**config.mk**
```make
export PLATFORM = sky130hd
export DESIGN_NAME = env_sensor_compensation_top
export DESIGN_NICKNAME = d
export VERILOG_FILES = /design/src/design/esc_pkg.sv /design/src/design/env_sensor_compensation_top.sv /design/src/design/esc_div.sv /design/src/design/esc_ctrl.sv /design/src/design/esc_dp.sv
export SDC_FILE = /design/constraint.sdc
export NUM_CORES = 2
export LEC_CHECK = 0
export BUFFER_PORTS_ARGS = -buffer_cell sky130_fd_sc_hd__buf_2
export CAP_MARGIN = 10
export CORE_MARGIN = 3
export CORE_UTILIZATION = 45
export CTS_CLUSTER_SIZE = 30
export DETAILED_ROUTE_END_ITERATION = 12
export SETUP_SLACK_MARGIN = 0.05
export SYNTH_ARGS = -nofsm -noshare
export SYNTH_HDL_FRONTEND = slang
export SYNTH_SLANG_ARGS = --single-unit
```
**constraint.sdc**
```tcl
create_clock -name clk_i -period 19.6 [get_ports clk_i]
set_clock_uncertainty 0.05 [all_clocks]
set_input_delay 1.96 -clock clk_i [delete_from_list [all_inputs] [get_ports clk_i]]
set_output_delay 1.96 -clock clk_i [all_outputs]
set_load 0.05 [all_outputs]
```
**src/design/esc_pkg.sv**
```systemverilog
// ----------------------------------------------------------------------------
// esc_pkg
// Shared types, step codes and helpers for the environmental sensor
// compensation block.
// ----------------------------------------------------------------------------
package esc_pkg;

  // configuration register indexes
  localparam int unsigned CfgIdxW = 3;
  localparam logic [CfgIdxW-1:0] REG_TEMP      = 3'd0;
  localparam logic [CfgIdxW-1:0] REG_PRES_LOW  = 3'd1;
  localparam logic [CfgIdxW-1:0] REG_PRES_HIGH = 3'd2;
  localparam logic [CfgIdxW-1:0] REG_MIXED     = 3'd3;
  localparam logic [CfgIdxW-1:0] REG_HUM       = 3'd4;

  // arithmetic constants of the compensation scheme
  localparam logic [31:0] K_PRES_OFS   = 32'd64000;
  localparam logic [31:0] K_HUM_OFS    = 32'd76800;
  localparam logic [31:0] K_PRES_SCALE = 32'd3125;
  localparam logic [31:0] K_PRES_FULL  = 32'd1048576;
  localparam logic [31:0] K_HUM_MAX    = 32'd419430400;
  localparam logic [31:0] K_HUM_BIAS   = 32'd2097152;
  localparam logic [31:0] K_HALF_15    = 32'd16384;
  localparam logic [31:0] K_ONE_15     = 32'd32768;
  localparam logic [31:0] K_HALF_14    = 32'd8192;
  // reciprocal of ten scaled by 2^35, exact for any 32-bit dividend
  localparam logic [31:0] K_RECIP10    = 32'hCCCC_CCCD;

  // datapath step codes, in sequence order
  typedef enum logic [5:0] {
    OP_NONE,
    OP_T0, OP_T1, OP_T2, OP_T3, OP_TDIV, OP_TEND,
    OP_P0, OP_P1, OP_P2, OP_P3, OP_P4, OP_P5, OP_P6, OP_P7, OP_PCHK,
    OP_P8, OP_PDIV, OP_PDEND, OP_P10, OP_P11, OP_P12, OP_P13,
    OP_PTEN, OP_PTEND, OP_PHOLD,
    OP_H0, OP_H1, OP_H2, OP_H3, OP_H4, OP_H5, OP_H6, OP_H7, OP_H8, OP_H9
  } esc_op_e;

  // controller to datapath
  typedef struct packed {
    esc_op_e op;
    logic    capture;
    logic    load_out;
  } esc_cmd_t;

  // datapath to controller
  typedef struct packed {
    logic div_busy;
    logic pd_zero;
  } esc_sts_t;

  // arithmetic right shift of a 32-bit word
  function automatic logic [31:0] asr32(input logic [31:0] x, input logic [4:0] sh);
    asr32 = 32'($signed(x) >>> sh);
  endfunction

  function automatic logic [31:0] sext16(input logic [15:0] v);
    sext16 = {{16{v[15]}}, v};
  endfunction

  function automatic logic [31:0] sext12(input logic [11:0] v);
    sext12 = {{20{v[11]}}, v};
  endfunction

  function automatic logic [31:0] sext8(input logic [7:0] v);
    sext8 = {{24{v[7]}}, v};
  endfunction

endpackage

```
**src/design/env_sensor_compensation_top.sv**
```systemverilog
// ----------------------------------------------------------------------------
// env_sensor_compensation_top
// Integer compensation of raw temperature, pressure and humidity counts.
//
//   channel  | direction | handshake              | payload
//   ---------+-----------+------------------------+---------------------------
//   in       | sink      | in_valid_i/in_stall_o   | raw temperature/pressure/humidity
//   out      | source    | out_valid_o/out_stall_i | tenths, decapascal, percent, held
//   cfg      | sink      | cfg_we_i                | cfg_index_i, cfg_data_i
//
// a beat passes through the single-cycle steps, one pass through the restoring
// divider and the load into the output register (a zero pressure divisor
// skips the division); the next beat can be taken once the result is loaded
// one beat is in work at a time; the input stalls from acceptance until the
// result has moved into the output register
// a stalled output holds its beat while the next input can be taken
// reset clears coefficients, held pressure and all control state
// ----------------------------------------------------------------------------
module env_sensor_compensation_top (
  input  logic                        clk_i,
  input  logic                        rst_ni,
  input  logic                        cfg_we_i,
  input  logic [esc_pkg::CfgIdxW-1:0] cfg_index_i,
  input  logic [63:0]                 cfg_data_i,
  input  logic                        in_valid_i,
  output logic                        in_stall_o,
  input  logic [19:0]                 raw_temperature_i,
  input  logic [19:0]                 raw_pressure_i,
  input  logic [15:0]                 raw_humidity_i,
  output logic                        out_valid_o,
  input  logic                        out_stall_i,
  output logic signed [10:0]          temperature_tenths_o,
  output logic [15:0]                 pressure_decapascal_o,
  output logic [6:0]                  humidity_percent_o,
  output logic                        pressure_held_o
);
  import esc_pkg::*;

  esc_cmd_t cmd;
  esc_sts_t sts;

  // step sequencer
  esc_ctrl u_ctrl (
    .clk_i       (clk_i),
    .rst_ni      (rst_ni),
    .in_valid_i  (in_valid_i),
    .in_stall_o  (in_stall_o),
    .out_valid_o (out_valid_o),
    .out_stall_i (out_stall_i),
    .cmd_o       (cmd),
    .sts_i       (sts)
  );

  // arithmetic and storage
  esc_dp u_dp (
    .clk_i                 (clk_i),
    .rst_ni                (rst_ni),
    .cfg_we_i              (cfg_we_i),
    .cfg_index_i           (cfg_index_i),
    .cfg_data_i            (cfg_data_i),
    .raw_temperature_i     (raw_temperature_i),
    .raw_pressure_i        (raw_pressure_i),
    .raw_humidity_i        (raw_humidity_i),
    .cmd_i                 (cmd),
    .sts_o                 (sts),
    .temperature_tenths_o  (temperature_tenths_o),
    .pressure_decapascal_o (pressure_decapascal_o),
    .humidity_percent_o    (humidity_percent_o),
    .pressure_held_o       (pressure_held_o)
  );

endmodule

```
**src/design/esc_div.sv**
```systemverilog
// ----------------------------------------------------------------------------
// esc_div
// Unsigned 32-bit restoring divider, one quotient bit per cycle.
// ----------------------------------------------------------------------------
module esc_div (
  input  logic        clk_i,
  input  logic        rst_ni,
  input  logic        start_i,
  input  logic [31:0] num_i,
  input  logic [31:0] den_i,
  output logic        busy_o,
  output logic [31:0] quo_o
);

  logic        busy_q;
  logic [4:0]  cnt_q;
  logic [31:0] rem_q;
  logic [31:0] quo_q;
  logic [31:0] den_q;
  logic [32:0] rem_sh;
  logic [32:0] rem_sub;

  // shift in the next numerator bit and trial subtract
  assign rem_sh  = {rem_q, quo_q[31]};
  assign rem_sub = rem_sh - {1'b0, den_q};

  always_ff @(posedge clk_i or negedge rst_ni) begin
    if (!rst_ni) begin
      busy_q <= 1'b0;
      cnt_q  <= '0;
    end else if (start_i) begin
      busy_q <= 1'b1;
      cnt_q  <= '0;
      rem_q  <= '0;
      quo_q  <= num_i;
      den_q  <= den_i;
    end else if (busy_q) begin
      if (!rem_sub[32]) begin
        rem_q <= rem_sub[31:0];
        quo_q <= {quo_q[30:0], 1'b1};
      end else begin
        rem_q <= rem_sh[31:0];
        quo_q <= {quo_q[30:0], 1'b0};
      end
      cnt_q <= cnt_q + 5'd1;
      if (cnt_q == 5'd31) begin
        busy_q <= 1'b0;
      end
    end
  end

  assign busy_o = busy_q;
  assign quo_o  = quo_q;

endmodule

```
**src/design/esc_ctrl.sv**
```systemverilog
// ----------------------------------------------------------------------------
// esc_ctrl
// Step sequencer: walks the datapath through the temperature, pressure and
// humidity steps and owns both handshakes.
// ----------------------------------------------------------------------------
module esc_ctrl (
  input  logic              clk_i,
  input  logic              rst_ni,
  input  logic              in_valid_i,
  output logic              in_stall_o,
  output logic              out_valid_o,
  input  logic              out_stall_i,
  output esc_pkg::esc_cmd_t cmd_o,
  input  esc_pkg::esc_sts_t sts_i
);
  import esc_pkg::*;

  typedef enum logic [1:0] {S_IDLE, S_RUN, S_WAIT, S_OUT} state_e;

  state_e  state_q;
  esc_op_e op_q;
  esc_op_e ret_q;
  logic    out_valid_q;
  logic    accept;
  logic    load_out;

  // input beat taken only when idle, result loaded once the output is free
  assign accept   = in_valid_i && (state_q == S_IDLE);
  assign load_out = (state_q == S_OUT) && (!out_valid_q || !out_stall_i);

  // sequencer state and step register
  always_ff @(posedge clk_i or negedge rst_ni) begin
    if (!rst_ni) begin
      state_q     <= S_IDLE;
      op_q        <= OP_NONE;
      ret_q       <= OP_NONE;
      out_valid_q <= 1'b0;
    end else begin
      out_valid_q <= load_out || (out_valid_q && out_stall_i);
      case (state_q)
        S_IDLE: begin
          if (accept) begin
            state_q <= S_RUN;
            op_q    <= OP_T0;
          end
        end
        S_RUN: begin
          case (op_q)
            OP_PDIV: begin
              state_q <= S_WAIT;
              op_q    <= OP_NONE;
              ret_q   <= OP_PDEND;
            end
            OP_PCHK: begin
              op_q <= sts_i.pd_zero ? OP_PHOLD : OP_P8;
            end
            OP_PTEND, OP_PHOLD: begin
              op_q <= OP_H0;
            end
            OP_H9: begin
              state_q <= S_OUT;
              op_q    <= OP_NONE;
            end
            default: begin
              op_q <= esc_op_e'(op_q + 6'd1);
            end
          endcase
        end
        S_WAIT: begin
          if (!sts_i.div_busy) begin
            state_q <= S_RUN;
            op_q    <= ret_q;
          end
        end
        S_OUT: begin
          if (load_out) begin
            state_q <= S_IDLE;
          end
        end
        default: begin
          state_q <= S_IDLE;
        end
      endcase
    end
  end

  assign in_stall_o     = (state_q != S_IDLE);
  assign out_valid_o    = out_valid_q;
  assign cmd_o.op       = op_q;
  assign cmd_o.capture  = accept;
  assign cmd_o.load_out = load_out;

  // an accepted beat starts the sequence at the first temperature step
  assert property (@(posedge clk_i) disable iff (!rst_ni)
    accept |=> (state_q == S_RUN) && (op_q == OP_T0))
    else $error("sequence did not start after input beat");

  // no datapath step runs while the divider works
  assert property (@(posedge clk_i) disable iff (!rst_ni)
    (state_q == S_WAIT) |-> (op_q == OP_NONE))
    else $error("step issued during divider wait");

  // a loaded result is always presented
  assert property (@(posedge clk_i) disable iff (!rst_ni)
    load_out |=> out_valid_q)
    else $error("loaded result not presented");

endmodule

```
**src/design/esc_dp.sv**
```systemverilog
// ----------------------------------------------------------------------------
// esc_dp
// Datapath: coefficient registers, working registers, one shared 32-bit
// multiplier and the divider.
// ----------------------------------------------------------------------------
module esc_dp (
  input  logic                             clk_i,
  input  logic                             rst_ni,
  input  logic                             cfg_we_i,
  input  logic [esc_pkg::CfgIdxW-1:0]      cfg_index_i,
  input  logic [63:0]                      cfg_data_i,
  input  logic [19:0]                      raw_temperature_i,
  input  logic [19:0]                      raw_pressure_i,
  input  logic [15:0]                      raw_humidity_i,
  input  esc_pkg::esc_cmd_t                cmd_i,
  output esc_pkg::esc_sts_t                sts_o,
  output logic signed [10:0]               temperature_tenths_o,
  output logic [15:0]                      pressure_decapascal_o,
  output logic [6:0]                       humidity_percent_o,
  output logic                             pressure_held_o
);
  import esc_pkg::*;

  // coefficient registers
  logic [47:0] cfg_t_q;
  logic [63:0] cfg_pl_q;
  logic [63:0] cfg_ph_q;
  logic [47:0] cfg_m_q;
  logic [31:0] cfg_h_q;

  // captured raw counts
  logic [19:0] adc_t_q;
  logic [19:0] adc_p_q;
  logic [15:0] adc_h_q;

  // working registers
  logic [31:0] tfine_q, x_q, y_q, z_q, w_q, sq_q, pd_q, pp_q, q10_q;
  logic        pdiv_hi_q;

  // results and output registers
  logic signed [10:0] tres_q;
  logic [15:0]        pres_q;
  logic [6:0]         hres_q;
  logic               held_q;
  logic [15:0]        last_q;
  logic signed [10:0] tout_q;
  logic [15:0]        pout_q;
  logic [6:0]         hout_q;
  logic               hdout_q;

  // unpacked coefficients
  logic [31:0] t1, t2, t3, p1, p2, p3, p4, p5, p6, p7, p8, p9;
  logic [31:0] h1, h2, h3, h4, h5, h6;

  logic [31:0] ma, mb, m;
  logic [63:0] m64;
  logic [31:0] dd, pnum;
  logic        div_start, div_busy;
  logic [31:0] div_num, div_den, div_q;
  logic signed [33:0] t_val;
  logic signed [10:0] t_sat;
  logic [15:0]        p_sat;
  logic [6:0]         h_sat;

  assign t1 = {16'd0, cfg_t_q[15:0]};
  assign t2 = sext16(cfg_t_q[31:16]);
  assign t3 = sext16(cfg_t_q[47:32]);
  assign p1 = {16'd0, cfg_pl_q[15:0]};
  assign p2 = sext16(cfg_pl_q[31:16]);
  assign p3 = sext16(cfg_pl_q[47:32]);
  assign p4 = sext16(cfg_pl_q[63:48]);
  assign p5 = sext16(cfg_ph_q[15:0]);
  assign p6 = sext16(cfg_ph_q[31:16]);
  assign p7 = sext16(cfg_ph_q[47:32]);
  assign p8 = sext16(cfg_ph_q[63:48]);
  assign p9 = sext16(cfg_m_q[15:0]);
  assign h1 = {24'd0, cfg_m_q[23:16]};
  assign h2 = sext16(cfg_m_q[39:24]);
  assign h3 = {24'd0, cfg_m_q[47:40]};
  assign h4 = sext12(cfg_h_q[11:0]);
  assign h5 = sext12(cfg_h_q[23:12]);
  assign h6 = sext8(cfg_h_q[31:24]);

  assign dd   = {16'd0, adc_t_q[19:4]} - t1;
  assign pnum = (K_PRES_FULL - {12'd0, adc_p_q}) - asr32(y_q, 5'd12);

  // multiplier operand selection
  always_comb begin
    ma = '0;
    mb = '0;
    case (cmd_i.op)
      OP_T0:   begin ma = {15'd0, adc_t_q[19:3]} - {15'd0, t1[15:0], 1'b0}; mb = t2; end
      OP_T1:   begin ma = dd; mb = dd; end
      OP_T2:   begin ma = y_q; mb = t3; end
      OP_T3:   begin ma = tfine_q; mb = 32'd5; end
      OP_TDIV: begin ma = x_q[31] ? (32'd0 - x_q) : x_q; mb = K_RECIP10; end
      OP_P1:   begin ma = asr32(x_q, 5'd2); mb = asr32(x_q, 5'd2); end
      OP_P2:   begin ma = asr32(sq_q, 5'd11); mb = p6; end
      OP_P3:   begin ma = x_q; mb = p5; end
      OP_P5:   begin ma = p3; mb = asr32(sq_q, 5'd13); end
      OP_P6:   begin ma = p2; mb = x_q; end
      OP_P7:   begin ma = K_ONE_15 + x_q; mb = p1; end
      OP_P8:   begin ma = pnum; mb = K_PRES_SCALE; end
      OP_P10:  begin ma = pp_q >> 3; mb = pp_q >> 3; end
      OP_P11:  begin ma = p9; mb = z_q; end
      OP_P12:  begin ma = pp_q >> 2; mb = p8; end
      OP_PTEN: begin ma = pp_q; mb = K_RECIP10; end
      OP_H1:   begin ma = h5; mb = w_q; end
      OP_H2:   begin ma = w_q; mb = h6; end
      OP_H3:   begin ma = w_q; mb = h3; end
      OP_H4:   begin ma = y_q; mb = z_q; end
      OP_H5:   begin ma = y_q; mb = h2; end
      OP_H6:   begin ma = x_q; mb = y_q; end
      OP_H7:   begin ma = asr32(w_q, 5'd15); mb = asr32(w_q, 5'd15); end
      OP_H8:   begin ma = z_q; mb = h1; end
      default: begin ma = '0; mb = '0; end
    endcase
  end

  // shared multiplier, full product for the divide-by-ten steps
  assign m64 = {32'd0, ma} * {32'd0, mb};
  assign m   = m64[31:0];

  // divider runs only the pressure division
  always_comb begin
    div_start = (cmd_i.op == OP_PDIV);
    div_num   = pp_q[31] ? pp_q : {pp_q[30:0], 1'b0};
    div_den   = pd_q;
  end

  esc_div u_div (
    .clk_i   (clk_i),
    .rst_ni  (rst_ni),
    .start_i (div_start),
    .num_i   (div_num),
    .den_i   (div_den),
    .busy_o  (div_busy),
    .quo_o   (div_q)
  );

  // result saturation
  assign t_val = x_q[31] ? -$signed({2'b00, q10_q}) : $signed({2'b00, q10_q});
  always_comb begin
    if (t_val < -34'sd400) begin
      t_sat = -11'sd400;
    end else if (t_val > 34'sd850) begin
      t_sat = 11'sd850;
    end else begin
      t_sat = 11'(t_val);
    end
  end
  assign p_sat = (q10_q > 32'd65535) ? 16'hFFFF : q10_q[15:0];
  always_comb begin
    if (w_q[31]) begin
      h_sat = '0;
    end else if (w_q > K_HUM_MAX) begin
      h_sat = 7'd100;
    end else begin
      h_sat = w_q[28:22];
    end
  end

  // configuration writes
  always_ff @(posedge clk_i or negedge rst_ni) begin
    if (!rst_ni) begin
      cfg_t_q  <= '0;
      cfg_pl_q <= '0;
      cfg_ph_q <= '0;
      cfg_m_q  <= '0;
      cfg_h_q  <= '0;
    end else if (cfg_we_i) begin
      case (cfg_index_i)
        REG_TEMP:      cfg_t_q  <= cfg_data_i[47:0];
        REG_PRES_LOW:  cfg_pl_q <= cfg_data_i;
        REG_PRES_HIGH: cfg_ph_q <= cfg_data_i;
        REG_MIXED:     cfg_m_q  <= cfg_data_i[47:0];
        REG_HUM:       cfg_h_q  <= cfg_data_i[31:0];
        default: ;
      endcase
    end
  end

  // held pressure survives between beats
  always_ff @(posedge clk_i or negedge rst_ni) begin
    if (!rst_ni) begin
      last_q <= '0;
    end else if (cmd_i.op == OP_PTEND) begin
      last_q <= p_sat;
    end
  end

  // working registers, one step per cycle outside the divider wait
  always_ff @(posedge clk_i) begin
    if (cmd_i.capture) begin
      adc_t_q <= raw_temperature_i;
      adc_p_q <= raw_pressure_i;
      adc_h_q <= raw_humidity_i;
    end
    case (cmd_i.op)
      OP_T0:    x_q     <= asr32(m, 5'd11);
      OP_T1:    y_q     <= asr32(m, 5'd12);
      OP_T2:    tfine_q <= x_q + asr32(m, 5'd14);
      OP_T3:    x_q     <= asr32(m + 32'd128, 5'd8);
      OP_TDIV, OP_PTEN: q10_q <= {3'd0, m64[63:35]};
      OP_TEND:  tres_q  <= t_sat;
      OP_P0:    x_q     <= asr32(tfine_q, 5'd1) - K_PRES_OFS;
      OP_P1:    sq_q    <= m;
      OP_P2:    y_q     <= m;
      OP_P3:    y_q     <= y_q + {m[30:0], 1'b0};
      OP_P4:    y_q     <= asr32(y_q, 5'd2) + {p4[15:0], 16'd0};
      OP_P5:    z_q     <= asr32(m, 5'd3);
      OP_P6:    x_q     <= asr32(z_q + asr32(m, 5'd1), 5'd18);
      OP_P7:    pd_q    <= asr32(m, 5'd15);
      OP_P8:    pp_q    <= m;
      OP_PDIV:  pdiv_hi_q <= pp_q[31];
      OP_PDEND: pp_q    <= pdiv_hi_q ? {div_q[30:0], 1'b0} : div_q;
      OP_P10:   z_q     <= m >> 13;
      OP_P11:   x_q     <= asr32(m, 5'd12);
      OP_P12:   y_q     <= asr32(m, 5'd13);
      OP_P13:   pp_q    <= pp_q + asr32(x_q + y_q + p7, 5'd4);
      OP_PTEND: begin
        pres_q <= p_sat;
        held_q <= 1'b0;
      end
      OP_PHOLD: begin
        pres_q <= last_q;
        held_q <= 1'b1;
      end
      OP_H0:    w_q     <= tfine_q - K_HUM_OFS;
      OP_H1:    x_q     <= asr32({2'b00, adc_h_q, 14'd0} - {h4[11:0], 20'd0} - m
                                 + K_HALF_15, 5'd15);
      OP_H2:    y_q     <= asr32(m, 5'd10);
      OP_H3:    z_q     <= asr32(m, 5'd11) + K_ONE_15;
      OP_H4:    y_q     <= asr32(m, 5'd10) + K_HUM_BIAS;
      OP_H5:    y_q     <= asr32(m + K_HALF_14, 5'd14);
      OP_H6:    w_q     <= m;
      OP_H7:    z_q     <= asr32(m, 5'd7);
      OP_H8:    w_q     <= w_q - asr32(m, 5'd4);
      OP_H9:    hres_q  <= h_sat;
      default: ;
    endcase
    if (cmd_i.load_out) begin
      tout_q  <= tres_q;
      pout_q  <= pres_q;
      hout_q  <= hres_q;
      hdout_q <= held_q;
    end
  end

  assign sts_o.div_busy = div_busy;
  assign sts_o.pd_zero  = (pd_q == '0);

  assign temperature_tenths_o  = tout_q;
  assign pressure_decapascal_o = pout_q;
  assign humidity_percent_o    = hout_q;
  assign pressure_held_o       = hdout_q;

  // hold path only with a zero divisor
  assert property (@(posedge clk_i) disable iff (!rst_ni)
    (cmd_i.op == OP_PHOLD) |-> (pd_q == '0))
    else $error("pressure held with nonzero divisor");

  // division path only with a nonzero divisor
  assert property (@(posedge clk_i) disable iff (!rst_ni)
    (cmd_i.op == OP_P8) |-> (pd_q != '0))
    else $error("pressure division entered with zero divisor");

  // divider reports busy right after a start
  assert property (@(posedge clk_i) disable iff (!rst_ni)
    div_start |=> div_busy)
    else $error("divider did not start");

endmodule

```
==> impl_results.md <==
* GP Congestion at 1.06
* TritonCTS Buffers at 94
* First-pass GRT wire length at 521,000 µm
* Root Driver: clkbuf_16
* Setup TNS Final at 0 ps
* NumNets Final at 10,800
* CTS Buffer Depth at 3
* Mapped cell area at 85,400 µm²
* Period utilization at between 80% and 90%
* Die X at 442 µm
* DRT Pass-1 Iters at 13
* Failing checks: design-rule violations
* # rows at approximately 160
* Antenna violations before repair at 33
* Max stage delay on crit path at approximately 1200 ps
* Mean Syn Cell Area at 9.41 µm²
* Slew Limit Fails at 0
* H-tree levels at 3
* Worst-path fanout max at 26
* Clk sinks at 749
* Vias per std cell at between 6 and 7
* Vias in the first global route at between 70,000 and 80,000
* Layout area overhead at 9.00%
* DPL Wire Length at 280,000 µm
* Final global-route overflow total at 0
* Worst slew pin tran at 1330 ps
* Synthesized flop and latch total at 749
* Unrepaired setup endpoints after global routing: false
* Flop-to-flop setup slack at 2910 ps
* Layout cells sized above 1 at roughly 10%
* Setup Crit Path Kind: flop to flop
* Number of synthesized flops with an enable pin at approximately 460
* WL final at 365,000 µm
* Setup Viol. Count Final at 0
* Post-route ant nets at 0
* CTS tree: built
* Tmin final at 16,690 ps
* Fin area at between 90,000 and 100,000 µm²
* # port buffers at 161
* Post-CTS Hold Buffers at 0
* Synth async-reset ratio at about two fifths
* Cells after Synth at 9,077
* Synth warnings at 0
* Crit path top cell by count: fa_1
* DRC violations left at 8
* Netlist cell types at 100
* Clock transition at path regs at about 60 ps
* Vias at around 74,000
* Post-Syn Nets at 10,800
* Final worst slack at 2910 ps
* Endpoint required time on the critical path at approximately 20,000 ps
* Fillers at 17,800
* 1st-iter DRT viols at 9,483
* Die height at 442 µm
* Hold_ws at 365 ps
* Ports at 165
* Fmax at ~60 MHz
* Placed cell area at 89,800 µm²
* Core area at approximately 190,000 µm²
* Skew-Pair Late Insertion Delay at 790 ps
* Part of the Yosys area used for sequential elements at 24.7%
* Slowest stage cell on the critical path: a221oi_1
* Setup fix buffers added after clock tree synthesis at 0
* Largest net degree at the start of global routing at 98
* All-layer global routing usage at around 37%
* Fin. Hold Viols at 0
* Post-CTS Resized at 0
* Full die area at between 150,000 and 200,000 µm²
* Slew HR at between 10% and 20%
* Routed WL per cell at 31.2 µm
* Area of the multi-input gates at roughly 60,000 µm²
* Starting Density at 45.4%
* Prevailing post-synth register cell: edfxtp_1
* Post-place setup slack at between 3000 and 4000 ps
* Outcome: finished, violations left
* Worst setup EP type: flop
* Register Area at approximately 21,000 µm²
* Hold Crit Class: flop to flop
* Total of max-cap violations at 0
* CP Data Arrival Time at 17,120 ps
* Crit path launch type: flop
-- worst max-delay path, delay by kind of cell, from the launching register on --
kind	cells	cell delay, ps
AOI/OAI and AO/OA	8	3540
DFF	1	920
adders and majority gates	12	5940
buffers and inverters	6	1800
xor gates and xnor gates	2	880
and+or+nand+nor	12	3190
-- worst paths after layout --
kind	from	to	depth (start not counted)
max	u_ctrl.op_q[3]$_DFFE_PN0P_	u_dp.x_q[27]$_DFFE_PP_	40
min in group asynchronous	rst_ni	u_dp.cfg_t_q[0]$_DFFE_PN0P_	1
min reg2reg	u_dp.hres_q[2]$_SDFFCE_PP0P_	u_dp.humidity_percent_o[2]$_DFFE_PP_	0
min	u_dp.hres_q[2]$_SDFFCE_PP0P_	u_dp.humidity_percent_o[2]$_DFFE_PP_	0
max reg2reg	u_ctrl.op_q[3]$_DFFE_PN0P_	u_dp.x_q[27]$_DFFE_PP_	40
max in group asynchronous	rst_ni	u_dp.cfg_pl_q[56]$_DFFE_PN0P_	4
-- kinds of logic (layout without fill, tap and decap cells) --
| family | Yosys count | in the layout | share of synthesized area (%) |
|---|---|---|---|
| fa+ha+maj | 1563 | 1563 | 31.2 |
| simple gates | 2532 | 2532 | 13.6 |
| xor+xnor | 428 | 428 | 4.46 |
| compound gates | 1812 | 1812 | 14.5 |
| buf+inv | 1652 | 1753 | 7.28 |
| mux | 341 | 341 | 4.34 |
| flops | 749 | 749 | 24.7 |
| other cells | 0 | 10 | 0 |
-- flip-flops by register name, summed over array words and instances, names as in the netlist, 20 cells and up --
register and cells:
u_dp.adc_p_q 20, u_dp.cfg_h_q 32, u_dp.cfg_m_q 48, u_dp.cfg_ph_q 64, u_dp.cfg_pl_q 64, u_dp.cfg_t_q 48, u_dp.pp_q 32, u_dp.q10_q 29
u_dp.sq_q 21, u_dp.tfine_q 32, u_dp.u_div.quo_o 32, u_dp.u_div.rem_q 32, u_dp.w_q 32, u_dp.x_q 32, u_dp.y_q 32, u_dp.z_q 29
-- synthesized netlist by cell type (106+ instances only) --
library cell / n / area share (%)
a21oi_1: 425 / 2.5
a22oi_1: 179 / 1.6
a21o_1: 163 / 1.4
o21ai_0: 333 / 2.0
ha_1: 618 / 9.1
inv_1: 1144 / 5.0
mux2i_1: 106 / 1.2
xor2_1: 146 / 1.5
nor2_1: 608 / 2.7
xnor2_1: 276 / 2.8
nand3_1: 174 / 1.0
clkbuf_1: 445 / 2.0
dfrtp_1: 288 / 8.4
edfxtp_1: 461 / 16
mux2_2: 235 / 3.1
and2_1: 118 / 0.86
nand2_1: 1069 / 4.7
fa_1: 945 / 22
-- metrics by stage --
| step | utilization (%) | std cells |
|---|---|---|
| 2_1_floorplan | - | 9077 |
| 3_3_place_gp | 47.7 | 11500 |
| 3_5_place_dp | 47.7 | 11500 |
| 4_1_cts | 49.4 | 11700 |
| 5_1_grt | 49.4 | 11700 |
| 6_report | 49.5 | 11700 |
-- cell type report --
cell class              instances  share of cell area [%]
diodes                         10                  0.0269
clock buffers                 128                    2.80
clock inverters                46                   0.645
repair buffers                419                    2.96
flip-flops and latches        749                    22.6
inverters                    1160                    4.68
well taps                    2495                    3.35
multi-input cells            6676                    62.9
-- layout by cell type, fill, tap and decap left out, types with 37 or more instances in the layout --
cell type  netlist  layout
nand2b_1        68      67
nor4_1          39      38
o221ai_1        71      71
nor2b_1         60      59
or3_1           39      37
clkbuf_16        0      96
o21bai_1        41      41
a211oi_1        44      42
nor2_1         608     583
nor3_1          93      84
mux2_2         235     235
a21o_1         163     163
and3_1          58      58
and2_1         118     116
edfxtp_1       461     461
nand4_1         70      70
buf_4            0     258
a21oi_1        425     425
o31ai_1         37      37
nand3_1        174     172
a221oi_1       102     101
mux2i_1        106     106
ha_1           618     618
inv_1         1144    1142
a22oi_1        179     179
o21ai_0        333     331
xor2_1         146     140
xnor2_1        276     270
fa_1           945     945
o21a_1          37      37
a222oi_1        60      60
buf_2           10     160
dfrtp_1        288     287
nand2_1       1069    1068
-- per-layer routing --
layer	wire, µm	part of all wire [%]	track usage (%)
met3	48200	13	12.6
met5	225	0.062	0.391
met4	24000	6.6	19.7
met2	150000	41	52.5
met1	143000	39	48.9
Power is not shown: default switching activity piles up to over one toggle a cycle in this logic, so the estimate is an artifact.
